`config.mk`:
```
export PLATFORM = sky130hd
export DESIGN_NAME = stop_and_wait_sender_core
export DESIGN_NICKNAME = d
export VERILOG_FILES = /design/src/saws_pkg.sv /design/src/saws_ram.sv /design/src/saws_datapath.sv /design/src/saws_ctrl.sv /design/src/stop_and_wait_sender_core.sv
export SDC_FILE = /design/constraint.sdc
export NUM_CORES = 1
export LEC_CHECK = 0
export BUFFER_PORTS_ARGS = -buffer_cell sky130_fd_sc_hd__buf_4
export CORE_AREA = 2 2 209 416
export CTS_CLUSTER_SIZE = 28
export DETAILED_ROUTE_END_ITERATION = 12
export DIE_AREA = 0 0 211 418
export PLACE_DENSITY = 0.47
export SLEW_MARGIN = 5
export SYNTH_ARGS = -nofsm -noshare
export SYNTH_HDL_FRONTEND = slang
export SYNTH_SLANG_ARGS = --single-unit
```
`constraint.sdc`:
```
create_clock -name aclk -period 6 [get_ports aclk]
set_input_delay 1.8 -clock aclk [delete_from_list [all_inputs] [get_ports aclk]]
set_output_delay 1.8 -clock aclk [all_outputs]
set_load 0.005 [all_outputs]
```
`src/saws_pkg.sv`:
```
// ----------------------------------------------------------------------------
// Stop-and-wait sender package
// Shared codes, controller states and the command and status bundles.
// ----------------------------------------------------------------------------
`default_nettype none

package saws_pkg;

    // Input operation codes.
    localparam logic [1:0] OP_MSG  = 2'd0;
    localparam logic [1:0] OP_PKT  = 2'd1;
    localparam logic [1:0] OP_TICK = 2'd2;

    // Result event codes.
    localparam logic [2:0] EV_SENT        = 3'd0;
    localparam logic [2:0] EV_BUSY        = 3'd1;
    localparam logic [2:0] EV_ACKED       = 3'd2;
    localparam logic [2:0] EV_CORRUPT     = 3'd3;
    localparam logic [2:0] EV_WRONG_ACK   = 3'd4;
    localparam logic [2:0] EV_NOT_WAITING = 3'd5;

    localparam logic [15:0] TIMEOUT_RESET = 16'd15;

    typedef enum logic [1:0] {
        ST_ACCEPT,
        ST_EMIT,
        ST_JUDGE,
        ST_SINGLE
    } state_t;

    typedef struct packed {
        logic       msg_store;
        logic       msg_finish;
        logic       pkt_add;
        logic       pkt_last;
        logic       tick_step;
        logic       tick_clear;
        logic       emit_start;
        logic       emit_run;
        logic       single_load;
        logic [2:0] kind;
        logic       send_seq;
    } cmd_t;

    typedef struct packed {
        logic tick_hit;
        logic chk_ok;
        logic ack_ok;
        logic out_free;
        logic emit_done;
    } stat_t;

endpackage

`default_nettype wire

```
`src/saws_ram.sv`:
```
// ----------------------------------------------------------------------------
// Generic RAM
// One write port and one read port with registered, enabled read data.
// ----------------------------------------------------------------------------
`default_nettype none

module saws_ram #(
    parameter int WIDTH = 8,
    parameter int DEPTH = 20,
    localparam int AW = (DEPTH > 1) ? $clog2(DEPTH) : 1
) (
    input  wire logic             aclk,
    input  wire logic             we,
    input  wire logic [AW-1:0]    waddr,
    input  wire logic [WIDTH-1:0] wdata,
    input  wire logic             re,
    input  wire logic [AW-1:0]    raddr,
    output logic      [WIDTH-1:0] rdata
);

    logic [WIDTH-1:0] mem [DEPTH];

    always_ff @(posedge aclk) begin
        if (we) begin
            mem[waddr] <= wdata;
        end
        if (re) begin
            rdata <= mem[raddr];
        end
    end

endmodule

`default_nettype wire

```
`src/saws_datapath.sv`:
```
// ----------------------------------------------------------------------------
// Stop-and-wait sender datapath
// Payload store, message and packet sums, timeout counter and result register.
// ----------------------------------------------------------------------------
`default_nettype none

module saws_datapath #(
    parameter int PAYLOAD_BYTES = 20
) (
    input  wire logic               aclk,
    input  wire logic               aresetn,
    input  wire logic signed [7:0]  s_data_byte,
    input  wire logic signed [31:0] s_seq_in,
    input  wire logic signed [31:0] s_ack_in,
    input  wire logic signed [31:0] s_checksum_in,
    input  wire logic               cfg_valid,
    input  wire logic        [15:0] cfg_data,
    input  wire saws_pkg::cmd_t     cmd,
    output saws_pkg::stat_t         stat,
    input  wire logic               m_ready,
    output logic                    m_valid,
    output logic             [2:0]  m_event_kind,
    output logic                    m_seq_out,
    output logic signed     [31:0]  m_checksum_out,
    output logic signed      [7:0]  m_byte_out,
    output logic                    m_last_out
);

    import saws_pkg::*;

    localparam int AW = (PAYLOAD_BYTES > 1) ? $clog2(PAYLOAD_BYTES) : 1;
    localparam int PW = $clog2(PAYLOAD_BYTES + 1);
    localparam logic [PW-1:0] LAST_IDX = PW'(PAYLOAD_BYTES - 1);
    localparam logic [PW-1:0] NUM_BYTES = PW'(PAYLOAD_BYTES);

    logic [31:0]   byte_ext;
    logic          pos_room;
    logic [31:0]   msg_sum_add;
    logic [31:0]   pkt_total;
    logic [15:0]   tick_inc;

    logic [15:0]   timeout_reg;
    logic [PW-1:0] pos_reg;
    logic [PW-1:0] len_reg;
    logic [31:0]   msg_sum_reg;
    logic [31:0]   saved_chk_reg;
    logic [31:0]   pkt_sum_reg;
    logic [15:0]   tick_reg;
    logic [31:0]   j_total_reg;
    logic [31:0]   j_hdr_reg;
    logic [31:0]   j_chk_reg;
    logic          j_ack_ok_reg;

    logic [PW-1:0] rd_idx_reg;
    logic [PW-1:0] out_idx_reg;
    logic          dv_reg;
    logic          out_free;
    logic          emit_load;
    logic          ram_re;
    logic          ram_we;
    logic [7:0]    ram_rdata;

    logic          m_valid_reg;
    logic [2:0]    kind_reg;
    logic          seq_reg;
    logic [31:0]   chk_reg;
    logic [7:0]    byte_reg;
    logic          last_reg;

    assign byte_ext    = {{24{s_data_byte[7]}}, s_data_byte};
    assign pos_room    = pos_reg < NUM_BYTES;
    assign msg_sum_add = msg_sum_reg + (pos_room ? byte_ext : 32'd0);
    assign pkt_total   = pkt_sum_reg + byte_ext;
    assign tick_inc    = (&tick_reg) ? tick_reg : tick_reg + 16'd1;

    assign ram_we    = cmd.msg_store && pos_room;
    assign out_free  = !m_valid_reg || m_ready;
    assign emit_load = cmd.emit_run && dv_reg && out_free;
    assign ram_re    = cmd.emit_run && (rd_idx_reg < NUM_BYTES) && (!dv_reg || emit_load);

    assign stat.tick_hit  = tick_inc >= timeout_reg;
    assign stat.chk_ok    = j_chk_reg == (j_hdr_reg + j_total_reg);
    assign stat.ack_ok    = j_ack_ok_reg;
    assign stat.out_free  = out_free;
    assign stat.emit_done = emit_load && (out_idx_reg == LAST_IDX);

    saws_ram #(
        .WIDTH (8),
        .DEPTH (PAYLOAD_BYTES)
    ) u_store (
        .aclk  (aclk),
        .we    (ram_we),
        .waddr (pos_reg[AW-1:0]),
        .wdata (s_data_byte),
        .re    (ram_re),
        .raddr (rd_idx_reg[AW-1:0]),
        .rdata (ram_rdata)
    );

    // Control state and counters.
    always_ff @(posedge aclk) begin
        if (!aresetn) begin
            timeout_reg <= TIMEOUT_RESET;
            pos_reg     <= '0;
            msg_sum_reg <= '0;
            pkt_sum_reg <= '0;
            tick_reg    <= '0;
            rd_idx_reg  <= '0;
            out_idx_reg <= '0;
            dv_reg      <= 1'b0;
            m_valid_reg <= 1'b0;
        end else begin
            if (cfg_valid) begin
                timeout_reg <= cfg_data;
            end

            if (cmd.msg_finish) begin
                pos_reg     <= '0;
                msg_sum_reg <= '0;
            end else if (ram_we) begin
                pos_reg     <= pos_reg + PW'(1);
                msg_sum_reg <= msg_sum_add;
            end

            if (cmd.pkt_add) begin
                pkt_sum_reg <= cmd.pkt_last ? 32'd0 : pkt_total;
            end

            if (cmd.tick_clear) begin
                tick_reg <= '0;
            end else if (cmd.tick_step) begin
                tick_reg <= stat.tick_hit ? 16'd0 : tick_inc;
            end

            if (cmd.emit_start) begin
                rd_idx_reg  <= '0;
                out_idx_reg <= '0;
                dv_reg      <= 1'b0;
            end else if (cmd.emit_run) begin
                if (ram_re) begin
                    rd_idx_reg <= rd_idx_reg + PW'(1);
                end
                if (emit_load) begin
                    out_idx_reg <= out_idx_reg + PW'(1);
                end
                dv_reg <= ram_re ? 1'b1 : (emit_load ? 1'b0 : dv_reg);
            end

            if (emit_load || cmd.single_load) begin
                m_valid_reg <= 1'b1;
            end else if (m_ready) begin
                m_valid_reg <= 1'b0;
            end
        end
    end

    // Payload registers.
    always_ff @(posedge aclk) begin
        if (cmd.msg_finish) begin
            saved_chk_reg <= msg_sum_add + {31'd0, cmd.send_seq};
            len_reg       <= pos_room ? pos_reg + PW'(1) : pos_reg;
        end

        if (cmd.pkt_add && cmd.pkt_last) begin
            j_total_reg  <= pkt_total;
            j_hdr_reg    <= s_seq_in + s_ack_in;
            j_chk_reg    <= s_checksum_in;
            j_ack_ok_reg <= s_ack_in == {31'd0, cmd.send_seq};
        end

        if (emit_load) begin
            kind_reg <= EV_SENT;
            seq_reg  <= cmd.send_seq;
            chk_reg  <= saved_chk_reg;
            // Positions past the end of a short message go out as zero.
            byte_reg <= (out_idx_reg < len_reg) ? ram_rdata : 8'd0;
            last_reg <= out_idx_reg == LAST_IDX;
        end else if (cmd.single_load) begin
            kind_reg <= cmd.kind;
            seq_reg  <= 1'b0;
            chk_reg  <= '0;
            byte_reg <= '0;
            last_reg <= 1'b1;
        end
    end

    assign m_valid        = m_valid_reg;
    assign m_event_kind   = kind_reg;
    assign m_seq_out      = seq_reg;
    assign m_checksum_out = chk_reg;
    assign m_byte_out     = byte_reg;
    assign m_last_out     = last_reg;

    assert property (@(posedge aclk) disable iff (!aresetn)
        cmd.single_load |-> !cmd.emit_run)
        else $error("single result loaded during a packet send");

endmodule

`default_nettype wire

```
`src/saws_ctrl.sv`:
```
// ----------------------------------------------------------------------------
// Stop-and-wait sender controller
// Decodes accepted items, tracks the alternating bit and sequences results.
// ----------------------------------------------------------------------------
`default_nettype none

module saws_ctrl (
    input  wire logic              aclk,
    input  wire logic              aresetn,
    input  wire logic              s_valid,
    output logic                   s_ready,
    input  wire logic        [1:0] s_operation,
    input  wire logic              s_last_byte,
    input  wire saws_pkg::stat_t   stat,
    output saws_pkg::cmd_t         cmd
);

    import saws_pkg::*;

    state_t     state_reg;
    state_t     state_next;
    logic       waiting_reg;
    logic       waiting_next;
    logic       send_seq_reg;
    logic       send_seq_next;
    logic [2:0] kind_reg;
    logic [2:0] kind_next;
    logic       accept;

    assign s_ready = state_reg == ST_ACCEPT;
    assign accept  = s_valid && s_ready;

    always_ff @(posedge aclk) begin
        if (!aresetn) begin
            state_reg    <= ST_ACCEPT;
            waiting_reg  <= 1'b0;
            send_seq_reg <= 1'b0;
            kind_reg     <= EV_SENT;
        end else begin
            state_reg    <= state_next;
            waiting_reg  <= waiting_next;
            send_seq_reg <= send_seq_next;
            kind_reg     <= kind_next;
        end
    end

    // Next state.
    always_comb begin
        state_next = state_reg;
        case (state_reg)
            ST_ACCEPT: begin
                if (accept) begin
                    case (s_operation)
                        OP_MSG: begin
                            if (s_last_byte) begin
                                state_next = waiting_reg ? ST_SINGLE : ST_EMIT;
                            end
                        end
                        OP_PKT: begin
                            if (s_last_byte) begin
                                state_next = waiting_reg ? ST_JUDGE : ST_SINGLE;
                            end
                        end
                        OP_TICK: begin
                            if (waiting_reg && stat.tick_hit) begin
                                state_next = ST_EMIT;
                            end
                        end
                        default: state_next = ST_ACCEPT;
                    endcase
                end
            end
            ST_EMIT: begin
                if (stat.emit_done) begin
                    state_next = ST_ACCEPT;
                end
            end
            ST_JUDGE:  state_next = ST_SINGLE;
            ST_SINGLE: begin
                if (stat.out_free) begin
                    state_next = ST_ACCEPT;
                end
            end
            default: state_next = ST_ACCEPT;
        endcase
    end

    // Outputs and protocol state.
    always_comb begin
        cmd           = '0;
        cmd.send_seq  = send_seq_reg;
        cmd.kind      = kind_reg;
        waiting_next  = waiting_reg;
        send_seq_next = send_seq_reg;
        kind_next     = kind_reg;
        case (state_reg)
            ST_ACCEPT: begin
                if (accept) begin
                    case (s_operation)
                        OP_MSG: begin
                            if (waiting_reg) begin
                                kind_next = EV_BUSY;
                            end else begin
                                cmd.msg_store = 1'b1;
                                if (s_last_byte) begin
                                    cmd.msg_finish = 1'b1;
                                    cmd.tick_clear = 1'b1;
                                    cmd.emit_start = 1'b1;
                                    waiting_next   = 1'b1;
                                end
                            end
                        end
                        OP_PKT: begin
                            cmd.pkt_add  = 1'b1;
                            cmd.pkt_last = s_last_byte;
                            kind_next    = EV_NOT_WAITING;
                        end
                        OP_TICK: begin
                            if (waiting_reg) begin
                                cmd.tick_step  = 1'b1;
                                cmd.emit_start = stat.tick_hit;
                            end
                        end
                        default: cmd.pkt_add = 1'b0;
                    endcase
                end
            end
            ST_EMIT: cmd.emit_run = 1'b1;
            ST_JUDGE: begin
                if (!stat.chk_ok) begin
                    kind_next = EV_CORRUPT;
                end else if (!stat.ack_ok) begin
                    kind_next = EV_WRONG_ACK;
                end else begin
                    kind_next      = EV_ACKED;
                    send_seq_next  = !send_seq_reg;
                    waiting_next   = 1'b0;
                    cmd.tick_clear = 1'b1;
                end
            end
            ST_SINGLE: cmd.single_load = stat.out_free;
            default: cmd.emit_run = 1'b0;
        endcase
    end

    assert property (@(posedge aclk) disable iff (!aresetn)
        state_reg == ST_EMIT |-> waiting_reg)
        else $error("packet send while not waiting for an acknowledgement");

    assert property (@(posedge aclk) disable iff (!aresetn)
        state_reg == ST_JUDGE |=> state_reg == ST_SINGLE)
        else $error("judgement not followed by its result");

    assert property (@(posedge aclk) disable iff (!aresetn)
        send_seq_reg != $past(send_seq_reg) |-> $past(state_reg) == ST_JUDGE)
        else $error("sequence bit flipped outside an acknowledgement");

endmodule

`default_nettype wire

```
`src/stop_and_wait_sender_core.sv`:
```
// ----------------------------------------------------------------------------
// Stop-and-wait sender core
// Alternating-bit sender with stored packet, checksum and timeout resend.
// ----------------------------------------------------------------------------
// An item that gives no result leaves the input ready, and the next may follow
// in the following cycle. A message's last byte while not waiting, or a tick
// that reaches the timeout while waiting, starts a packet send of PAYLOAD_BYTES
// transfers, one byte per cycle while the result side is ready, read through
// the registered read port of the payload RAM. A packet's last byte while
// waiting goes through accept, checksum compare and result load. A message's
// last byte while waiting or a packet's last byte while not waiting goes
// through accept and result load. No input is taken while results of the
// current item are still being produced.
`default_nettype none

module stop_and_wait_sender_core #(
    parameter int PAYLOAD_BYTES = 20
) (
    input  wire logic               aclk,
    input  wire logic               aresetn,
    input  wire logic               cfg_valid,
    output logic                    cfg_ready,
    input  wire logic        [15:0] cfg_data,
    input  wire logic               s_valid,
    output logic                    s_ready,
    input  wire logic         [1:0] s_operation,
    input  wire logic signed  [7:0] s_data_byte,
    input  wire logic               s_last_byte,
    input  wire logic signed [31:0] s_seq_in,
    input  wire logic signed [31:0] s_ack_in,
    input  wire logic signed [31:0] s_checksum_in,
    output logic                    m_valid,
    input  wire logic               m_ready,
    output logic              [2:0] m_event_kind,
    output logic                    m_seq_out,
    output logic                    m_ack_out,
    output logic signed      [31:0] m_checksum_out,
    output logic signed       [7:0] m_byte_out,
    output logic                    m_last_out
);

    import saws_pkg::*;

    cmd_t  cmd;
    stat_t stat;

    assign cfg_ready = 1'b1;
    assign m_ack_out = 1'b0;

    saws_ctrl u_ctrl (
        .aclk        (aclk),
        .aresetn     (aresetn),
        .s_valid     (s_valid),
        .s_ready     (s_ready),
        .s_operation (s_operation),
        .s_last_byte (s_last_byte),
        .stat        (stat),
        .cmd         (cmd)
    );

    saws_datapath #(
        .PAYLOAD_BYTES (PAYLOAD_BYTES)
    ) u_datapath (
        .aclk           (aclk),
        .aresetn        (aresetn),
        .s_data_byte    (s_data_byte),
        .s_seq_in       (s_seq_in),
        .s_ack_in       (s_ack_in),
        .s_checksum_in  (s_checksum_in),
        .cfg_valid      (cfg_valid),
        .cfg_data       (cfg_data),
        .cmd            (cmd),
        .stat           (stat),
        .m_ready        (m_ready),
        .m_valid        (m_valid),
        .m_event_kind   (m_event_kind),
        .m_seq_out      (m_seq_out),
        .m_checksum_out (m_checksum_out),
        .m_byte_out     (m_byte_out),
        .m_last_out     (m_last_out)
    );

endmodule

`default_nettype wire

```
# After elaboration in Yosys (flattened, before gate mapping)
# Memories as Yosys holds them, arrays and structs flattened. A register that Yosys moved wholly into a read port is not among the register bits.
# Cells that the tools add are included.
classes:
  magnitude_cmp: 4
  bitwise: 1
  mux: 62
  n_eq_ne: 19
  add_sub_neg: 9
  n_reduce_logical: 32
op_table:
  columns: ["operator", "n"]
  rows:
  - ["$add A32 B32 Y32", 4]
  - ["$mux W32", 4]
  - ["$add A32 B1 Y32", 1]
  - ["$eq A32 B1 Y1", 1]
  - ["$eq A32 B32 Y1", 1]
  - ["$mux W16", 2]
  - ["$mux W1", 28]
  - ["$mux W8", 3]
  - ["$mux W2", 11]
  - ["$add A16 B1 Y16 const B", 1]
  - ["$ge A16 B16 Y1", 1]
  - ["$reduce_and A16 Y1", 1]
  - ["$add A5 B1 Y5 const B", 3]
  - ["$ne A3 B3 Y1 const B", 5]
  - ["$mux W3", 4]
  - ["$pmux W3 S2", 2]
  - ["$lt A5 B5 Y1 const B", 2]
  - ["$mux W5", 2]
  - ["$logic_and A1 B1 Y1", 9]
  - ["$pmux W2 S4", 1]
  - ["$reduce_bool A2 Y1", 4]
  - ["$mux W7", 1]
  - ["$eq A2 B2 Y1 const B", 3]
  - ["$ne A2 B1 Y1 const B", 3]
  - ["other kinds (16)", 30]
word_totals:
  memories: 1
  reg_bits: 299
  wordCells: 152
  ram_bits: 160
  out_inout_bits: 49
  inputBits: 128
memory_table:
  columns: ["name", "depth", "word_bits", "read_ports", "rd_ports_with_merged_regs", "write_ports", "line", "text"]
  rows:
  - ["u_datapath.u_store.mem", 20, 8, 1, 1, 1, "saws_ram.sv:21", "logic [WIDTH-1:0] mem [DEPTH];"]

# Longest topological paths before layout
depth:
  ltp_word: 10
  ltp_mapped: 22
  ltp_nobuf: 19

# By module
# Synthesis repeated with hierarchy kept, for this count alone.
hier_totals:
  hier_cells: 2273
  area_unflattened_um2: 25346.8
modules_own_cells:
  columns: ["module", "cells_per_inst", "n_inst", "area_each_um2", "seq_area_each_um2"]
  rows:
  - ["saws_datapath", 1901, 1, 18277.5, 7607.3]
  - ["saws_ram", 308, 1, 6562.5, 5044.8]
  - ["saws_ctrl", 60, 1, 484.2, 140.1]
  - ["stop_and_wait_sender_core", 4, 1, 22.5, 0.0]

# Worst setup path before layout
# No wires, ideal clock.
synth_timing:
  path_kind: "input port to flip-flop"
  start: "input port s_data_byte[0]"
  end: "register u_datapath.saved_chk_reg[28], data pin"
  setup_ns: 0.259
  cell_stages: 15
  setup_slack_ns: 0.481
  required_ns: 5.741
  arrival_ns: 5.260
  path_buffers: 1
  cell_sequence: "and2_1 -> ha_1 -> fa_1 -> a21o_1 -> a21oi_1 -> o21ai_0 -> nand2_1 -> clkbuf_1 -> a2bb2oi_1 -> xnor2_1 -> nand4_1 -> nor4bb_1 -> and3_1 -> or3b_1 -> xor2_1"
synth_via:
  elab_chain_cells: 3
synth_lines:
  columns: ["element", "line", "text"]
  rows:
  - ["start, declared", "stop_and_wait_sender_core.sv:27", "input wire logic signed [7:0] s_data_byte,"]
  - ["$mux W32", "saws_datapath.sv:72", "assign msg_sum_add = msg_sum_reg + (pos_room ? byte_ext : 32'd0);"]
  - ["$add A32 B32 Y32", "saws_datapath.sv:72", null]
  - ["$add A32 B1 Y32", "saws_datapath.sv:160", "saved_chk_reg <= msg_sum_add + {31'd0, cmd.send_seq};"]
  - ["end signal, assigned", "saws_datapath.sv:160", null]
  - ["end, declared", "saws_datapath.sv:46", "logic [31:0] saved_chk_reg;"]
# No other way between the ends.
# A chain may end at the register's enable or synchronous reset.

# Final worst setup path
layout_timing:
  start: "register u_datapath.j_total_reg[0]"
  end: "register u_datapath.tick_reg[2]"
layout_via:
  elab_chain_cells: 5
layout_lines:
  columns: ["element", "line", "text"]
  rows:
  - ["start, declared", "saws_datapath.sv:49", "logic [31:0] j_total_reg;"]
  - ["start signal, assigned", "saws_datapath.sv:165", "j_total_reg <= pkt_total;"]
  - ["$add A32 B32 Y32", "saws_datapath.sv:82", "assign stat.chk_ok = j_chk_reg == (j_hdr_reg + j_total_reg);"]
  - ["$eq A32 B32 Y1", "saws_datapath.sv:82", null]
  - ["$mux W1", "saws_ctrl.sv:130", "if (!stat.chk_ok) begin"]
  - ["$pmux W1 S2", "saws_ctrl.sv:96", "case (state_reg)"]
  - ["$reduce_or A2 Y1 (no source line)", null, null]
  - ["end signal, assigned", "saws_datapath.sv:132", "tick_reg <= stat.tick_hit ? 16'd0 : tick_inc;"]
  - ["end, declared", "saws_datapath.sv:48", "logic [15:0] tick_reg;"]
# No other way between the ends.

==> flow_summary.toml <==
[floorplanning]
coreArea_mm2 = 0.0848
dieHeight_um = 418
dieArea_mm2 = 0.0882
start_util = 0.298
rows = 151
boundaryPins = 177
die_w_um = 211

[timing]
clock.fmax_mhz = 193
tightest_slew_ns = 1.20
period_share = 0.862
timing.slew.headroom = 0.192
final-setup-viol-count = 0
clock_skew_ns = 0.0561
rsz0062_at_grt = "no"
finalSetupTns_ns = 0
layout_min_cycle_time_ns = 5.17
hold_viol_final = 0
slew_violations = 0

[yosys]
synth_flop_cell = "edfxtp_1"
ys_ff_latch = 467
netlist_top_cells_area = "edfxtp_1 (41%), dfxtp_1 (9.7%), ha_1 (6.4%)"
synth_edf_count = 344
synth_warnings = 0
netlist_area_mm2 = 0.0253
synth_seq_area_share = 0.505
synth_cells = 2262
syn_avg_cell_area_um2 = 11.2
yosysTopAreaCell = "edfxtp_1"
yosysMostFrequentCell = "edfxtp_1"
syn_nets = 2524
synth_top_area_share = 0.408
synthArstFlopShare = 0
ys_types = 98
yosys-top-cells-count = "edfxtp_1 (344), nor2_1 (198), nand2_1 (169)"

[power_and_ir_drop]
p_total_mw = 7.87
power_leakage_nw = 10.9
ir_worst_vdd_mv = 0.216
power.density_mw_per_mm2 = 265

[final_layout]
fin_nets = 2707
fillers = 8377
largest_reg_flops = 160
fin_area_mm2 = 0.0297
area_growth_pct = 17.2
drive_gt1_frac = 0.172
regMostFlops = "u_datapath.u_store.mem"

[drt]
vias = 18700
via_per_inst = 5.25
drcViolationCount = 0
drt-initial-drc-count = 1023
dr.pass1.iters = 5
drtAntennaViolNets = 0
wl_per_cell_um = 22.8
routed_wl_mm = 81.1

[cts]
clkSinkCount = 467
htree_levels = 2
cts_resized = 0
cts_buffers = 47
cts_buffer_depth = 3
post_cts_buffers = 0
root_buffer = "clkbuf_16"
cts.hold.buffers_added = 0
insertion_delay_ns = 0.65
cts_tree = "yes"
clk_pin_slew_ns = 0.07

[grt]
grt_pass1_vias = 19300
grt_overflow = 0
track_usage = 0.182
grt_antenna_before_repair = 5
grt_max_degree = 61
grt_pass1_wl_mm = 120

[setup_path]
arrival_ns = 5.66
rrSetupSlack_ns = 0.83
endpoint_kind = "flip-flop"
critPathKind = "reg2reg"
worst_ep_required_time_ns = 6.49
path_max_fanout = 16
startpoint_type = "flip-flop"

[placed_design]
dp_hpwl_mm = 61.3
gp_congestion = 0.938
place_area_mm2 = 0.0280
numPortBuffers = 174

[job]
maxCapViolCount = 0

[worst_hold_path]
hold_class = "reg2reg"

[status]
status = "complete, no violations"
## report_power, final
| part | switching [mW] | internal (mW) | total [mW] |
|---|---|---|---|
| sequential | 0.0582 | 3.55 | 3.60 |
| clock | 1.41 | 1.83 | 3.24 |
| combinational | 0.600 | 0.429 | 1.03 |
| total | 2.07 | 5.80 | 7.87 |
## cells in the final DEF (no fill, tap or decap), types with 20 or more instances in the layout
cell and instances:
a21o_1 58, a21oi_1 141, a22oi_1 29, a31oi_1 21, and2_1 54, and3_1 20
buf_4 236, clkbuf_16 48, dfxtp_1 122, edfxtp_1 344, ha_1 130, inv_1 58
mux2i_1 25, mux4_2 49, nand2_1 167, nand2b_1 30, nand3_1 44, nand4_1 34
nor2_1 198, nor3_1 46, nor4_1 29, o21a_1 26, o21ai_0 68, xnor2_1 119
xor2_1 67
## path summary, 6_finish.rpt
check	startpoint	to	cells past startpoint
worst min register to register	u_datapath.pkt_sum_reg[2]	u_datapath.pkt_sum_reg[2]	2
worst min-delay path	u_datapath.pkt_sum_reg[2]	u_datapath.pkt_sum_reg[2]	2
worst max register to register	u_datapath.j_total_reg[0]	u_datapath.tick_reg[2]	14
worst max-delay path	u_datapath.j_total_reg[0]	u_datapath.tick_reg[2]	14
## per-layer routing
metal / part of all wire / GRT usage / wire (um)
met5: 0.00058 / 0 / 47
met4: 0.056 / 0.0952 / 4540
met3: 0.035 / 0.0230 / 2800
met2: 0.55 / 0.355 / 44700
met1: 0.36 / 0.184 / 29000
## cell families (layout without fill, tap and decap cells)
group	Yosys count	in the layout	share of synthesized area
other	2	4	0.000297
muxes	84	84	0.0579
xor gates and xnor gates	186	186	0.0644
and+or+nand+nor	724	724	0.143
DFF	467	467	0.505
buffers and inverters	162	384	0.0278
adders and majority gates	134	134	0.0674
AOI/OAI and AO/OA	503	503	0.134
## metrics by stage
step	utilization	worst slack [ns]	hold WS [ns]	cells
2_1_floorplan	-	0.481	0.436	2262
3_3_place_gp	0.330	0.362	0.448	3467
3_5_place_dp	0.330	0.281	0.454	3467
4_1_cts	0.350	0.821	0.465	3555
5_1_grt	0.350	0.596	0.492	3555
6_report	0.350	0.830	0.461	3557
## worst max-delay path, cell delays in order, from the launching register on
cell      delay, ns
edfxtp_1       0.41
ha_1           0.24
fa_1           0.42
a21o_1         0.20
a21oi_1        0.32
o21ai_1        0.25
a21oi_1        0.30
o21bai_1       0.26
o31ai_1        0.66
mux4_2         0.64
nand4b_1       0.19
or4_4          0.53
o311ai_4       0.23
buf_4          0.32
a21oi_1        0.08
## cell type report
class / count / area, um2 / share of cell area
clock buffer: 60 / 1300 / 0.0438
tap: 1071 / 1340 / 0.0452
antenna: 2 / 5.00 / 0.000169
sequential: 467 / 12800 / 0.431
multi-input combinational: 1633 / 11800 / 0.399
timing repair buffer: 236 / 1770 / 0.0597
clock inverter: 28 / 398 / 0.0134
inverter: 60 / 225 / 0.00759
(Power assumes the default switching activity.)
